--- config.mk ---
export PLATFORM = sky130hd
export DESIGN_NAME = in_order_release_reorder_buffer_top
export DESIGN_NICKNAME = d
export VERILOG_FILES = /design/src/rtl/ioro_pkg.sv /design/src/rtl/ioro_ram.sv /design/src/rtl/ioro_front.sv /design/src/rtl/ioro_back.sv /design/src/rtl/in_order_release_reorder_buffer_top.sv
export SDC_FILE = /design/constraint.sdc
export NUM_CORES = 2
export LEC_CHECK = 0
export BUFFER_PORTS_ARGS = -buffer_cell sky130_fd_sc_hd__buf_2
export CORE_UTILIZATION = 55
export DETAILED_ROUTE_END_ITERATION = 8
export PLACE_DENSITY = 0.79
export REMOVE_ABC_BUFFERS = 1
export SYNTH_ARGS = -nofsm -noshare
export SYNTH_HDL_FRONTEND = slang
export SYNTH_SLANG_ARGS = --single-unit
--- constraint.sdc ---
create_clock -name i_clk -period 28.3 [get_ports i_clk]
set_input_delay 4.245 -clock i_clk [delete_from_list [all_inputs] [get_ports i_clk]]
set_output_delay 4.245 -clock i_clk [all_outputs]
set_load 0.03 [all_outputs]
--- src/rtl/ioro_pkg.sv ---
// Package for the in-order release reorder buffer.
// Holds widths, codes and the command type shared by the front and back parts.
// No dependencies.
`timescale 1ns / 1ps

package ioro_pkg;

    // Field widths of the transactions.
    localparam int KEY_W    = 32;
    localparam int HANDLE_W = 64;
    localparam int ACTION_W = 2;
    localparam int STATUS_W = 2;

    // The slot window; slots are indexed by the low bits of the key.
    localparam int WINDOW = 32;
    localparam int SLOT_W = $clog2(WINDOW);

    // Depth of the command queue between the front and back parts.
    localparam int FIFO_DEPTH = 2;
    localparam int FIFO_AW    = $clog2(FIFO_DEPTH);
    localparam int FIFO_CW    = $clog2(FIFO_DEPTH + 1);

    // Action codes on the input channel.
    localparam logic [ACTION_W-1:0] ACT_ARRIVE = 2'd0;
    localparam logic [ACTION_W-1:0] ACT_SKIP   = 2'd1;
    localparam logic [ACTION_W-1:0] ACT_FEND   = 2'd2;

    // Status codes on the output channel.
    localparam logic [STATUS_W-1:0] STAT_REL   = 2'd0;
    localparam logic [STATUS_W-1:0] STAT_STALE = 2'd1;
    localparam logic [STATUS_W-1:0] STAT_OVER  = 2'd2;

    // Decoded operation carried through the queue.
    typedef enum logic [1:0] {
        OP_ARRIVE,
        OP_SKIP,
        OP_FEND,
        OP_NONE
    } t_op;

    typedef struct packed {
        t_op                 op;
        logic [KEY_W-1:0]    key;
        logic [HANDLE_W-1:0] handle;
    } t_cmd;

endpackage

--- src/rtl/ioro_ram.sv ---
// Generic single-write, single-read RAM with a registered read port.
// No dependencies.
`timescale 1ns / 1ps

module ioro_ram #(
    parameter int WIDTH = 8,
    parameter int DEPTH = 16
) (
    input  logic                     i_clk,
    input  logic                     i_we,
    input  logic [$clog2(DEPTH)-1:0] i_waddr,
    input  logic [WIDTH-1:0]         i_wdata,
    input  logic                     i_re,
    input  logic [$clog2(DEPTH)-1:0] i_raddr,
    output logic [WIDTH-1:0]         o_rdata
);

    logic [WIDTH-1:0] r_mem [DEPTH];
    logic [WIDTH-1:0] r_rdata;

    // Write port and registered read port.
    always_ff @(posedge i_clk) begin
        if (i_we) begin
            r_mem[i_waddr] <= i_wdata;
        end
        if (i_re) begin
            r_rdata <= r_mem[i_raddr];
        end
    end

    assign o_rdata = r_rdata;

endmodule

--- src/rtl/ioro_front.sv ---
// Front part: accepts input transactions, decodes the action and queues commands.
// Depends on ioro_pkg.
`timescale 1ns / 1ps

module ioro_front (
    input  logic                             i_clk,
    input  logic                             i_rst_n,
    input  logic                             i_in_valid,
    output logic                             o_in_stall,
    input  logic [ioro_pkg::ACTION_W-1:0]    i_action,
    input  logic [ioro_pkg::KEY_W-1:0]       i_key,
    input  logic [ioro_pkg::HANDLE_W-1:0]    i_token_handle,
    output logic                             o_cmd_valid,
    output ioro_pkg::t_cmd                   o_cmd,
    input  logic                             i_cmd_pop
);

    ioro_pkg::t_cmd                     r_mem [ioro_pkg::FIFO_DEPTH];
    logic [ioro_pkg::FIFO_AW-1:0]       r_wp;
    logic [ioro_pkg::FIFO_AW-1:0]       r_rp;
    logic [ioro_pkg::FIFO_CW-1:0]       r_count;
    ioro_pkg::t_op                      dec_op;
    logic                               push;
    logic                               pop;

    function automatic logic [ioro_pkg::FIFO_CW-1:0] FIFO_CW_ONE(input logic b);
        FIFO_CW_ONE = {{(ioro_pkg::FIFO_CW-1){1'b0}}, b};
    endfunction

    // Classify the action; the unused code becomes a no-op.
    always_comb begin
        unique case (i_action)
            ioro_pkg::ACT_ARRIVE: dec_op = ioro_pkg::OP_ARRIVE;
            ioro_pkg::ACT_SKIP:   dec_op = ioro_pkg::OP_SKIP;
            ioro_pkg::ACT_FEND:   dec_op = ioro_pkg::OP_FEND;
            default:              dec_op = ioro_pkg::OP_NONE;
        endcase
    end

    assign o_in_stall  = (r_count == ioro_pkg::FIFO_CW'(ioro_pkg::FIFO_DEPTH));
    assign push        = i_in_valid && !o_in_stall;
    assign o_cmd_valid = (r_count != '0);
    assign pop         = i_cmd_pop && o_cmd_valid;
    assign o_cmd       = r_mem[r_rp];

    // Queue storage.
    always_ff @(posedge i_clk) begin
        if (push) begin
            r_mem[r_wp] <= '{op: dec_op, key: i_key, handle: i_token_handle};
        end
    end

    // Queue pointers and fill count.
    always_ff @(posedge i_clk) begin
        if (!i_rst_n) begin
            r_wp    <= '0;
            r_rp    <= '0;
            r_count <= '0;
        end else begin
            if (push) begin
                r_wp <= r_wp + 1'b1;
            end
            if (pop) begin
                r_rp <= r_rp + 1'b1;
            end
            r_count <= r_count + FIFO_CW_ONE(push) - FIFO_CW_ONE(pop);
        end
    end

    // The fill count never exceeds the queue depth.
    a_count_bound: assert property (@(posedge i_clk) disable iff (!i_rst_n)
        r_count <= ioro_pkg::FIFO_CW'(ioro_pkg::FIFO_DEPTH))
        else $error("command queue overfilled");

endmodule

--- src/rtl/ioro_back.sv ---
// Back part: slot store, expected key, release drain and the result register.
// Depends on ioro_pkg and ioro_ram.
`timescale 1ns / 1ps

module ioro_back (
    input  logic                             i_clk,
    input  logic                             i_rst_n,
    input  logic                             i_cfg_we,
    input  logic [ioro_pkg::KEY_W-1:0]       i_cfg_wdata,
    input  logic                             i_cmd_valid,
    input  ioro_pkg::t_cmd                   i_cmd,
    output logic                             o_cmd_pop,
    output logic                             o_out_valid,
    input  logic                             i_out_stall,
    output logic [ioro_pkg::HANDLE_W-1:0]    o_token_handle_res,
    output logic [ioro_pkg::KEY_W-1:0]       o_token_key,
    output logic                             o_frame_end,
    output logic [ioro_pkg::STATUS_W-1:0]    o_status,
    output logic                             o_last
);

    typedef enum logic [1:0] {S_IDLE, S_DRAIN, S_READ} t_state;

    t_state                             r_state;
    logic [ioro_pkg::KEY_W-1:0]         r_exp;
    logic [ioro_pkg::WINDOW-1:0]        r_present;
    logic [ioro_pkg::WINDOW-1:0]        r_skipped;
    logic [ioro_pkg::WINDOW-1:0]        r_fend;

    // Release held back until it is known whether another follows it.
    logic                               r_pend_valid;
    logic [ioro_pkg::HANDLE_W-1:0]      r_pend_handle;
    logic [ioro_pkg::KEY_W-1:0]         r_pend_key;
    logic                               r_pend_fe;

    logic                               r_out_valid;
    logic [ioro_pkg::HANDLE_W-1:0]      r_out_handle;
    logic [ioro_pkg::KEY_W-1:0]         r_out_key;
    logic                               r_out_fe;
    logic [ioro_pkg::STATUS_W-1:0]      r_out_status;
    logic                               r_out_last;

    logic [ioro_pkg::SLOT_W-1:0]        cmd_slot;
    logic [ioro_pkg::SLOT_W-1:0]        exp_slot;
    logic [ioro_pkg::KEY_W-1:0]         key_dist;
    logic                               below;
    logic                               in_win;
    logic                               can_emit;
    logic                               out_load;
    logic                               ram_we;
    logic                               ram_re;
    logic [ioro_pkg::HANDLE_W-1:0]      ram_rdata;

    // Classification of the queued command against the current state.
    assign cmd_slot = i_cmd.key[ioro_pkg::SLOT_W-1:0];
    assign exp_slot = r_exp[ioro_pkg::SLOT_W-1:0];
    assign key_dist = i_cmd.key - r_exp;
    assign below    = (i_cmd.key < r_exp);
    assign in_win   = (key_dist[ioro_pkg::KEY_W-1:ioro_pkg::SLOT_W] == '0);
    assign can_emit = !r_out_valid || !i_out_stall;

    assign o_cmd_pop = (r_state == S_IDLE) && i_cmd_valid && can_emit && !i_cfg_we;

    // A new result enters the output register this cycle.
    assign out_load = (o_cmd_pop && (i_cmd.op != ioro_pkg::OP_NONE) &&
                       ((below && (i_cmd.op == ioro_pkg::OP_ARRIVE)) ||
                        (!below && !in_win) ||
                        (!below && in_win && (i_cmd.op == ioro_pkg::OP_ARRIVE) &&
                         r_skipped[cmd_slot])))
                   || (!i_cfg_we && (r_state == S_DRAIN) && !r_skipped[exp_slot] &&
                       !r_present[exp_slot] && r_pend_valid && can_emit)
                   || (!i_cfg_we && (r_state == S_READ) && r_pend_valid && can_emit);

    // An in-window token ahead of the expected key goes to the handle store.
    assign ram_we = o_cmd_pop && (i_cmd.op == ioro_pkg::OP_ARRIVE) && !below && in_win
                    && !r_skipped[cmd_slot] && (key_dist != '0);
    assign ram_re = (r_state == S_DRAIN) && !r_skipped[exp_slot] && r_present[exp_slot];

    ioro_ram #(
        .WIDTH (ioro_pkg::HANDLE_W),
        .DEPTH (ioro_pkg::WINDOW)
    ) u_handle_ram (
        .i_clk   (i_clk),
        .i_we    (ram_we),
        .i_waddr (cmd_slot),
        .i_wdata (i_cmd.handle),
        .i_re    (ram_re),
        .i_raddr (exp_slot),
        .o_rdata (ram_rdata)
    );

    // Command execution, drain sequencer and result register.
    always_ff @(posedge i_clk) begin
        if (!i_rst_n) begin
            r_state      <= S_IDLE;
            r_exp        <= '0;
            r_present    <= '0;
            r_skipped    <= '0;
            r_fend       <= '0;
            r_pend_valid <= 1'b0;
            r_out_valid  <= 1'b0;
        end else begin
            if (r_out_valid && !i_out_stall && !out_load) begin
                r_out_valid <= 1'b0;
            end
            if (i_cfg_we) begin
                // Restart: new expected key and all slot marks cleared.
                r_exp     <= i_cfg_wdata;
                r_present <= '0;
                r_skipped <= '0;
                r_fend    <= '0;
            end else begin
                unique case (r_state)
                    S_IDLE: begin
                        if (o_cmd_pop && i_cmd.op != ioro_pkg::OP_NONE) begin
                            if (below) begin
                                if (i_cmd.op == ioro_pkg::OP_ARRIVE) begin
                                    r_out_valid  <= 1'b1;
                                    r_out_handle <= i_cmd.handle;
                                    r_out_key    <= i_cmd.key;
                                    r_out_fe     <= 1'b0;
                                    r_out_status <= ioro_pkg::STAT_STALE;
                                    r_out_last   <= 1'b1;
                                end
                            end else if (!in_win) begin
                                r_out_valid  <= 1'b1;
                                r_out_handle <= (i_cmd.op == ioro_pkg::OP_ARRIVE) ?
                                                i_cmd.handle : '0;
                                r_out_key    <= i_cmd.key;
                                r_out_fe     <= 1'b0;
                                r_out_status <= ioro_pkg::STAT_OVER;
                                r_out_last   <= 1'b1;
                            end else begin
                                case (i_cmd.op)
                                    ioro_pkg::OP_ARRIVE: begin
                                        if (r_skipped[cmd_slot]) begin
                                            r_out_valid  <= 1'b1;
                                            r_out_handle <= i_cmd.handle;
                                            r_out_key    <= i_cmd.key;
                                            r_out_fe     <= 1'b0;
                                            r_out_status <= ioro_pkg::STAT_STALE;
                                            r_out_last   <= 1'b1;
                                        end else if (key_dist == '0) begin
                                            r_pend_valid        <= 1'b1;
                                            r_pend_handle       <= i_cmd.handle;
                                            r_pend_key          <= i_cmd.key;
                                            r_pend_fe           <= r_fend[cmd_slot];
                                            r_present[cmd_slot] <= 1'b0;
                                            r_fend[cmd_slot]    <= 1'b0;
                                            r_exp               <= r_exp + 1'b1;
                                            r_state             <= S_DRAIN;
                                        end else begin
                                            r_present[cmd_slot] <= 1'b1;
                                        end
                                    end
                                    ioro_pkg::OP_SKIP: begin
                                        r_skipped[cmd_slot] <= 1'b1;
                                        r_present[cmd_slot] <= 1'b0;
                                        if (key_dist == '0) begin
                                            r_state <= S_DRAIN;
                                        end
                                    end
                                    default: begin
                                        r_fend[cmd_slot] <= 1'b1;
                                    end
                                endcase
                            end
                        end
                    end
                    S_DRAIN: begin
                        if (r_skipped[exp_slot]) begin
                            // Pass over a skipped key and drop its marks.
                            r_skipped[exp_slot] <= 1'b0;
                            r_present[exp_slot] <= 1'b0;
                            r_fend[exp_slot]    <= 1'b0;
                            r_exp               <= r_exp + 1'b1;
                        end else if (r_present[exp_slot]) begin
                            r_state <= S_READ;
                        end else if (r_pend_valid) begin
                            if (can_emit) begin
                                r_out_valid  <= 1'b1;
                                r_out_handle <= r_pend_handle;
                                r_out_key    <= r_pend_key;
                                r_out_fe     <= r_pend_fe;
                                r_out_status <= ioro_pkg::STAT_REL;
                                r_out_last   <= 1'b1;
                                r_pend_valid <= 1'b0;
                                r_state      <= S_IDLE;
                            end
                        end else begin
                            r_state <= S_IDLE;
                        end
                    end
                    S_READ: begin
                        if (!r_pend_valid || can_emit) begin
                            if (r_pend_valid) begin
                                r_out_valid  <= 1'b1;
                                r_out_handle <= r_pend_handle;
                                r_out_key    <= r_pend_key;
                                r_out_fe     <= r_pend_fe;
                                r_out_status <= ioro_pkg::STAT_REL;
                                r_out_last   <= 1'b0;
                            end
                            r_pend_valid        <= 1'b1;
                            r_pend_handle       <= ram_rdata;
                            r_pend_key          <= r_exp;
                            r_pend_fe           <= r_fend[exp_slot];
                            r_present[exp_slot] <= 1'b0;
                            r_fend[exp_slot]    <= 1'b0;
                            r_exp               <= r_exp + 1'b1;
                            r_state             <= S_DRAIN;
                        end
                    end
                    default: begin
                        r_state <= S_IDLE;
                    end
                endcase
            end
        end
    end

    assign o_out_valid        = r_out_valid;
    assign o_token_handle_res = r_out_handle;
    assign o_token_key        = r_out_key;
    assign o_frame_end        = r_out_fe;
    assign o_status           = r_out_status;
    assign o_last             = r_out_last;

    // A held-back release only exists while a drain is running.
    a_pend_in_drain: assert property (@(posedge i_clk) disable iff (!i_rst_n)
        r_pend_valid |-> (r_state != S_IDLE))
        else $error("held release while idle");

    // A rejected transaction is always the only and final result.
    a_reject_last: assert property (@(posedge i_clk) disable iff (!i_rst_n)
        (r_out_valid && r_out_status != ioro_pkg::STAT_REL) |-> r_out_last)
        else $error("rejected result not marked last");

    // Rejected results never carry a frame end.
    a_reject_no_fe: assert property (@(posedge i_clk) disable iff (!i_rst_n)
        (r_out_valid && r_out_status != ioro_pkg::STAT_REL) |-> !r_out_fe)
        else $error("rejected result with frame end");

    // The handle store is read only for a buffered, unskipped slot.
    a_read_present: assert property (@(posedge i_clk) disable iff (!i_rst_n)
        (r_state == S_READ) |-> r_present[exp_slot])
        else $error("slot read without a buffered token");

endmodule

--- src/rtl/in_order_release_reorder_buffer_top.sv ---
// Top level of the in-order release reorder buffer.
// Depends on ioro_pkg, ioro_front, ioro_back (and ioro_ram through ioro_back).
//
//  Channel  | Direction | Handshake              | Payload
//  ---------+-----------+------------------------+--------------------------------------
//  in       | input     | i_in_valid / o_in_stall| i_action, i_key, i_token_handle
//  out      | output    | o_out_valid/i_out_stall| handle, key, frame end, status, last
//  cfg      | input     | i_cfg_we               | i_cfg_wdata (first key)
//
// A transaction that causes no drain is handled by the back part in its idle state. One
// that reaches the expected key starts a drain: a passed-over skipped key is dropped in the
// drain state, a buffered token goes through the drain state (slot look-up) and then the read
// state (handle store read); the final release waits in the drain state while output stalls.
// Reset is synchronous and clears all slot marks at once; the expected key becomes zero.
// A two-entry command queue accepts until full while the back part drains or the output stalls.
`timescale 1ns / 1ps

module in_order_release_reorder_buffer_top (
    input  logic                             i_clk,
    input  logic                             i_rst_n,
    input  logic                             i_cfg_we,
    input  logic [ioro_pkg::KEY_W-1:0]       i_cfg_wdata,
    input  logic                             i_in_valid,
    output logic                             o_in_stall,
    input  logic [ioro_pkg::ACTION_W-1:0]    i_action,
    input  logic [ioro_pkg::KEY_W-1:0]       i_key,
    input  logic [ioro_pkg::HANDLE_W-1:0]    i_token_handle,
    output logic                             o_out_valid,
    input  logic                             i_out_stall,
    output logic [ioro_pkg::HANDLE_W-1:0]    o_token_handle_res,
    output logic [ioro_pkg::KEY_W-1:0]       o_token_key,
    output logic                             o_frame_end,
    output logic [ioro_pkg::STATUS_W-1:0]    o_status,
    output logic                             o_last
);

    logic           cmd_valid;
    ioro_pkg::t_cmd cmd;
    logic           cmd_pop;

    ioro_front u_front (
        .i_clk          (i_clk),
        .i_rst_n        (i_rst_n),
        .i_in_valid     (i_in_valid),
        .o_in_stall     (o_in_stall),
        .i_action       (i_action),
        .i_key          (i_key),
        .i_token_handle (i_token_handle),
        .o_cmd_valid    (cmd_valid),
        .o_cmd          (cmd),
        .i_cmd_pop      (cmd_pop)
    );

    ioro_back u_back (
        .i_clk              (i_clk),
        .i_rst_n            (i_rst_n),
        .i_cfg_we           (i_cfg_we),
        .i_cfg_wdata        (i_cfg_wdata),
        .i_cmd_valid        (cmd_valid),
        .i_cmd              (cmd),
        .o_cmd_pop          (cmd_pop),
        .o_out_valid        (o_out_valid),
        .i_out_stall        (i_out_stall),
        .o_token_handle_res (o_token_handle_res),
        .o_token_key        (o_token_key),
        .o_frame_end        (o_frame_end),
        .o_status           (o_status),
        .o_last             (o_last)
    );

endmodule
Yosys cells after proc, flatten, opt, wreduce, memory -nomap -nowiden --
Memory sizes are Yosys's and may differ from the RTL's. A register that Yosys moved wholly into a read port is not among the register bits. Index checks and enable logic that the tools add are counted.
Storage, ports and cells: register bits 333, bits in writable memories 2244, bits of input ports 135, output and inout port bits 102, word-level logic and storage cells 331, memories 2
Cells by class: $add $sub $neg 6, $lt $le $gt $ge 5, equality and inequality tests 37, multiplexer cells 183, bitwise gates (word level) 12, reductions and logical operators 68
Memories:
- u_back.u_handle_ram.r_mem | depth 32, width 64, rd ports 1, clocked after memory_dff 1, write ports 1, RTL line ioro_ram.sv:18 | logic [WIDTH-1:0] r_mem [DEPTH];
- u_front.r_mem | depth 2, width 98, rd ports 1, clocked after memory_dff 1, write ports 1, RTL line ioro_front.sv:18 | ioro_pkg::t_cmd r_mem [ioro_pkg::FIFO_DEPTH];
Operators by type and width (count):
- $mux 32 | 47
- $mux 64 | 20
- $pmux 32 s3 | 4
- $pmux 32 s2 | 4
- $pmux 64 s3 | 1
- $and 32x32->32 | 5
- $pmux 64 s2 | 1
- $or 32x32->32 | 3
- $mux 1 | 69
- $not 32->32 | 2
- $mux 2 | 21
- $ne 3x3->1 const B | 12
- $add 32x1->32 const B | 1
- $logic_not 32->1 | 1
- $lt 32x32->1 | 1
- $reduce_bool 32->1 | 1
- $sub 32x32->32 | 1
- $logic_and 1x1->1 | 31
- $logic_not 27->1 | 1
- $reduce_and 9->1 | 3
- $bmux 1 s5 | 5
- $ne 2x2->1 const B | 12
- $pmux 2 s3 | 3
- $reduce_and 13->1 | 1
- other kinds (27) | 61

Depth between registers and ports, before layout --
depth in word-level cells 19, depth in mapped cells 21, gate-level depth less buffers 15

By module --
Synthesis repeated with hierarchy kept, for this count alone.
Unflattened totals: cell total of the unflattened synthesis 5163, area, all modules 105412.3 um^2
By module, submodules not included:
- ioro_ram | times used 1, cells each 3096, area an instance 79612.6 um^2, sequential area each 63420.8 um^2
- ioro_back | times used 1, cells each 1733, area an instance 18411.4 um^2, sequential area each 8558.2 um^2
- ioro_front | times used 1, cells each 334, area an instance 7388.3 um^2, sequential area each 5985.7 um^2

Worst setup path before layout --
No wires, ideal clock.
path kind input to register, start in i_out_stall, end reg u_back.r_out_fe, in the netlist u_back.o_frame_end, enable pin, library setup time 1.090 ns, arrival 20.749 ns, data required time 27.210 ns, path slack 6.461 ns, stages on the path 7, buffers on the path 0, path through nand2_1 > o2111ai_1 > inv_1 > o211ai_1 > a211oi_1 > nand2_1 > a2111oi_0
On the way: cells in the longest elaborated chain, start to end 7, elaborated cells between the ends (all ways) 10, those cells by class eq/ne (3); reduce/logical (7)
RTL lines:
- start, declared | RTL line in_order_release_reorder_buffer_top.sv:29 | input logic i_out_stall,
- $logic_not 1->1 (*) | RTL line ioro_back.sv:60 | assign can_emit = !r_out_valid || !i_out_stall;
- $logic_or 1x1->1 (*) | RTL line ioro_back.sv:60
- $logic_and 1x1->1 (2 in a row) | RTL line ioro_back.sv:62 | assign o_cmd_pop = (r_state == S_IDLE) && i_cmd_valid && can_emit && !i_cfg_we;
- $logic_and 1x1->1 | RTL line ioro_back.sv:115 | if (o_cmd_pop && i_cmd.op != ioro_pkg::OP_NONE) begin
- $ne 2x2->1 (no source line)
- $reduce_and 13->1 (no source line) (*)
- end signal, assigned | RTL line ioro_back.sv:184 | r_out_fe <= r_pend_fe;
- end signal, assigned | RTL line ioro_back.sv:200 | r_out_fe <= r_pend_fe;
- end, declared | RTL line ioro_back.sv:39 | logic r_out_fe;
Mark *: on every way between the ends. The rest lies on a longest branch, timed or not. A chain may end at the register's enable or synchronous reset.

==> results.txt <==
----------------------------------------------------
[Run status]
  Result of the run ... complete, no violations

[Global routing]
  Overall routing resource usage ... 30.6%
  Number of antenna violations at the first check in global routing ... 18
  Global-route wire length before repair ... 424 mm
  Number of global-route vias before repair ... 59941
  Maximum number of pins on one net before global-route repair ... 144
  Gr ovfl total ... 0

[STA]
  Final period demand of the worst path ... 7.99 ns
  Hold_ws ... 0.483 ns
  Slew at the pin with the worst max-slew slack ... 1.47 ns
  Worst path setup slack after routing ... 20.31 ns
  Final setup vio count ... 0
  Worst Skew ... 0.0971 ns
  RSZ-0062 raised after global routing ... false
  Slew HR ... 2.12%
  Final count of hold timing violations ... 0
  Portion of the clock cycle consumed by the worst path in the final layout ... 28.2%
  Final number of max-transition violations ... 0
  Fmax ... 0.125 GHz

[Clocking]
  Post-CTS Hold Buffers ... 0
  H-tree depth ... 5
  Cells resized by post-CTS repair ... 0
  Cts bufs inserted ... 280
  Number of sinks handled by clock tree synthesis ... 2642
  Root buffer cell ... clkbuf_16
  Clock latency on the worst-skew pair ... 0.96 ns
  Clock tree buffer depth ... 4
  CTS tree ... built
  Setup repair bufs after CTS ... 0
  CTS clk-pin slew, worst paths ... 0.06 ns

[Worst hold path]
  Kind of path behind the tightest hold check ... reg -> reg
  Source of the worst hold timing path ... u_back.r_pend_fe

[Synthesis]
  Count of yosys warnings during synthesis ... 0
  Post-synth top area cell ... edfxtp_1
  Average instance area after synthesis ... 19.1 um2
  Flop and latch count out of synthesis ... 2642
  Share of the synthesized area in the top cell type ... 71.7%
  Dominant cells by area after synthesis ... edfxtp_1 (72%), mux4_2 (12%), dfxtp_1 (2.6%)
  Proportion of synthesized chip area in sequential cells ... 74.4%
  Netlist area before placement ... 105000 um2
  Flip-flop cell with the highest count after synthesis ... edfxtp_1
  Cell variety after synth ... 85
  Number of flops mapped to enable cells by yosys ... 2505
  Post-Syn Instances ... 5490
  Post-synthesis async set-or-reset flop share ... 0%

[Routing]
  Number of nets with antenna violations after detailed routing ... 0
  Via total after detailed routing ... 60643
  Wire length per cell after detailed routing ... 35.0 um
  DRC errors left ... 0
  DR vias/cell ... 7.16
  Final WL ... 297 mm
  Starting DRT DRC Count ... 9662
  Number of detailed-routing iterations run before antenna repair ... 6

[Critical path]
  Kind of capture point of the worst setup path ... flop
  Worst Path Class, Setup ... reg -> reg
  WP data required ... 28.83 ns
  Maximum fanout count along the critical path ... 43
  Crit path arrival time ... 8.52 ns
  Kind of launch point of the worst setup path ... flop

[Floorplanning]
  Die outline area ... 192000 um2
  Core Region ... 189000 um2
  Count of boundary I/O pins ... 237
  Initial core utilization ... 55.6%
  FP Rows ... 159
  Die extent in x ... 439 um
  Die outline height ... 439 um

[Placed design]
  GP Congestion ... 0.885
  Port Buffers ... 236
  Placement Setup Slack ... 20.30 ns
  Detailed-placement wirelength estimate ... 156 mm
  Placed cell area ... 109000 um2

[Power and ir drop]
  Power Density ... 80.5 nW/um2
  Maximum VDD drop ... 0.0000628 V
  Overall power ... 9470 uW
  Total leakage power ... 0.0370 uW

[Cells and area]
  Number of nets at the end of the flow ... 5968
  Post-layout instance area ... 118000 um2
  Relative area change from synthesis to final layout ... 12.3%
  Proportion of layout cells with a drive suffix above 1 ... 25.7%

[Run]
  Number of max-capacitance violations reported ... 0

----------------------------------------------------
cell families after synthesis:
kind of cell             share of synthesized area (%)
AO/OA/AOI/OAI                                     6.16
XOR/XNOR                                         0.217
AND/OR/NAND/NOR                                   3.18
multiplexers                                      14.0
flip-flops                                        74.4
buffers and inverters                             1.50
adder cells (fa/ha/maj)                          0.616
critical path, stage by stage, from the launching register on:
cell,delay [ns]
dfxtp_4,0.50
buf_4,0.70
mux2_2,0.43
inv_1,0.39
ha_1,0.29
fa_1,0.21
nand2b_1,0.18
a21oi_1,0.16
a2111oi_0,0.52
o22ai_1,0.17
nor4_1,0.35
nand4_1,0.20
or4_4,0.58
nor3_2,0.47
nand4_1,0.34
buf_4,0.44
nor2_4,0.78
buf_4,0.82
power breakdown:
part           switching, uW  total (uW)  internal [uW]
combinational            911        1270            355
sequential              28.2        4640           4620
clock                   1500        3560           2060
total                   2440        9470           7030
per-layer routing:
layer	vias to the layer above	GRT usage, %	routed length [um]
met3	883	7.51	39000
met4	18	12.9	13800
met1	30822	40.9	103000
met2	5451	48.4	141000
li1	23469	-	-
met5	-	0	120
Yosys cell counts (32+ instances only):
master	number
a211oi_1	35
a21o_1	39
a21oi_1	197
a22o_1	66
a22oi_1	268
a31oi_1	80
a32oi_1	32
buf_1	69
clkbuf_1	256
dfxtp_1	137
edfxtp_1	2505
ha_1	50
inv_1	47
mux2_2	191
mux4_2	545
nand2_1	126
nand3_1	38
nand4_1	90
nor2_1	225
nor3_1	89
nor4_1	33
o21ai_0	68
o22a_1	32
registers in the layout, summed over array words and instances (netlist names), 2 cells and up, named ones only:
| signal | cells |
|---|---|
| u_front.r_count | 2 |
| u_back.o_token_handle_res | 64 |
| u_front.r_mem | 196 |
| u_back.r_exp | 32 |
| u_back.o_status | 2 |
| u_back.o_token_key | 32 |
| u_back.u_handle_ram.r_mem | 2048 |
| u_back.r_pend_handle | 64 |
| u_back.r_state | 2 |
| u_back.r_skipped | 32 |
| u_back.u_handle_ram.o_rdata | 64 |
| u_back.r_pend_key | 32 |
cell usage in the layout (no fill, tap or decap), types with 34 or more instances in the layout:
cell       Yosys  layout
nand3_1       38      38
mux4_2       545     545
nor3_1        89      56
a31oi_1       80      79
a21o_1        39      39
o21ai_0       68      68
nor3_2         1      34
clkbuf_1     256      57
buf_2         21     236
inv_1         47      46
buf_4          2     120
a22oi_1      268     268
nor2_1       225     215
mux2_2       191     191
clkbuf_16      0     285
a22o_1        66      66
edfxtp_1    2505    2505
dfxtp_1      137     134
nand2_1      126     125
ha_1          50      48
clkinv_1       3      58
a21oi_1      197     197
nand4_1       90      90
layout make-up:
class,instances,area [um2]
clock inverters,129,1250
well taps,2495,3120
clock buffers,344,7370
repair buffers,361,2180
fillers,12101,70900
flip-flops and latches,2642,78000
diodes,6,15.0
inverters,52,198
multi-input cells,2445,25600
worst paths after layout:
check / endpoint / slack (ns) / cells after the start
max: u_back.u_handle_ram.r_mem[28][14] / 20.31 / 17
min: u_back.o_frame_end / 0.48 / 1
max reg2reg: u_back.u_handle_ram.r_mem[28][14] / 20.31 / 17
min reg2reg: u_back.o_frame_end / 0.48 / 1
metrics by stage:
step | instances | util, % | setup TNS, ns
CTS | 8467 | 62.4 | 0
detailed placement | 7994 | 57.8 | 0
finish | 8474 | 62.4 | 0
global route | 8469 | 62.4 | 0
global placement | 7994 | 57.8 | 0
floorplan | 5139 | - | -6289.10
(Power assumes the default switching activity.)
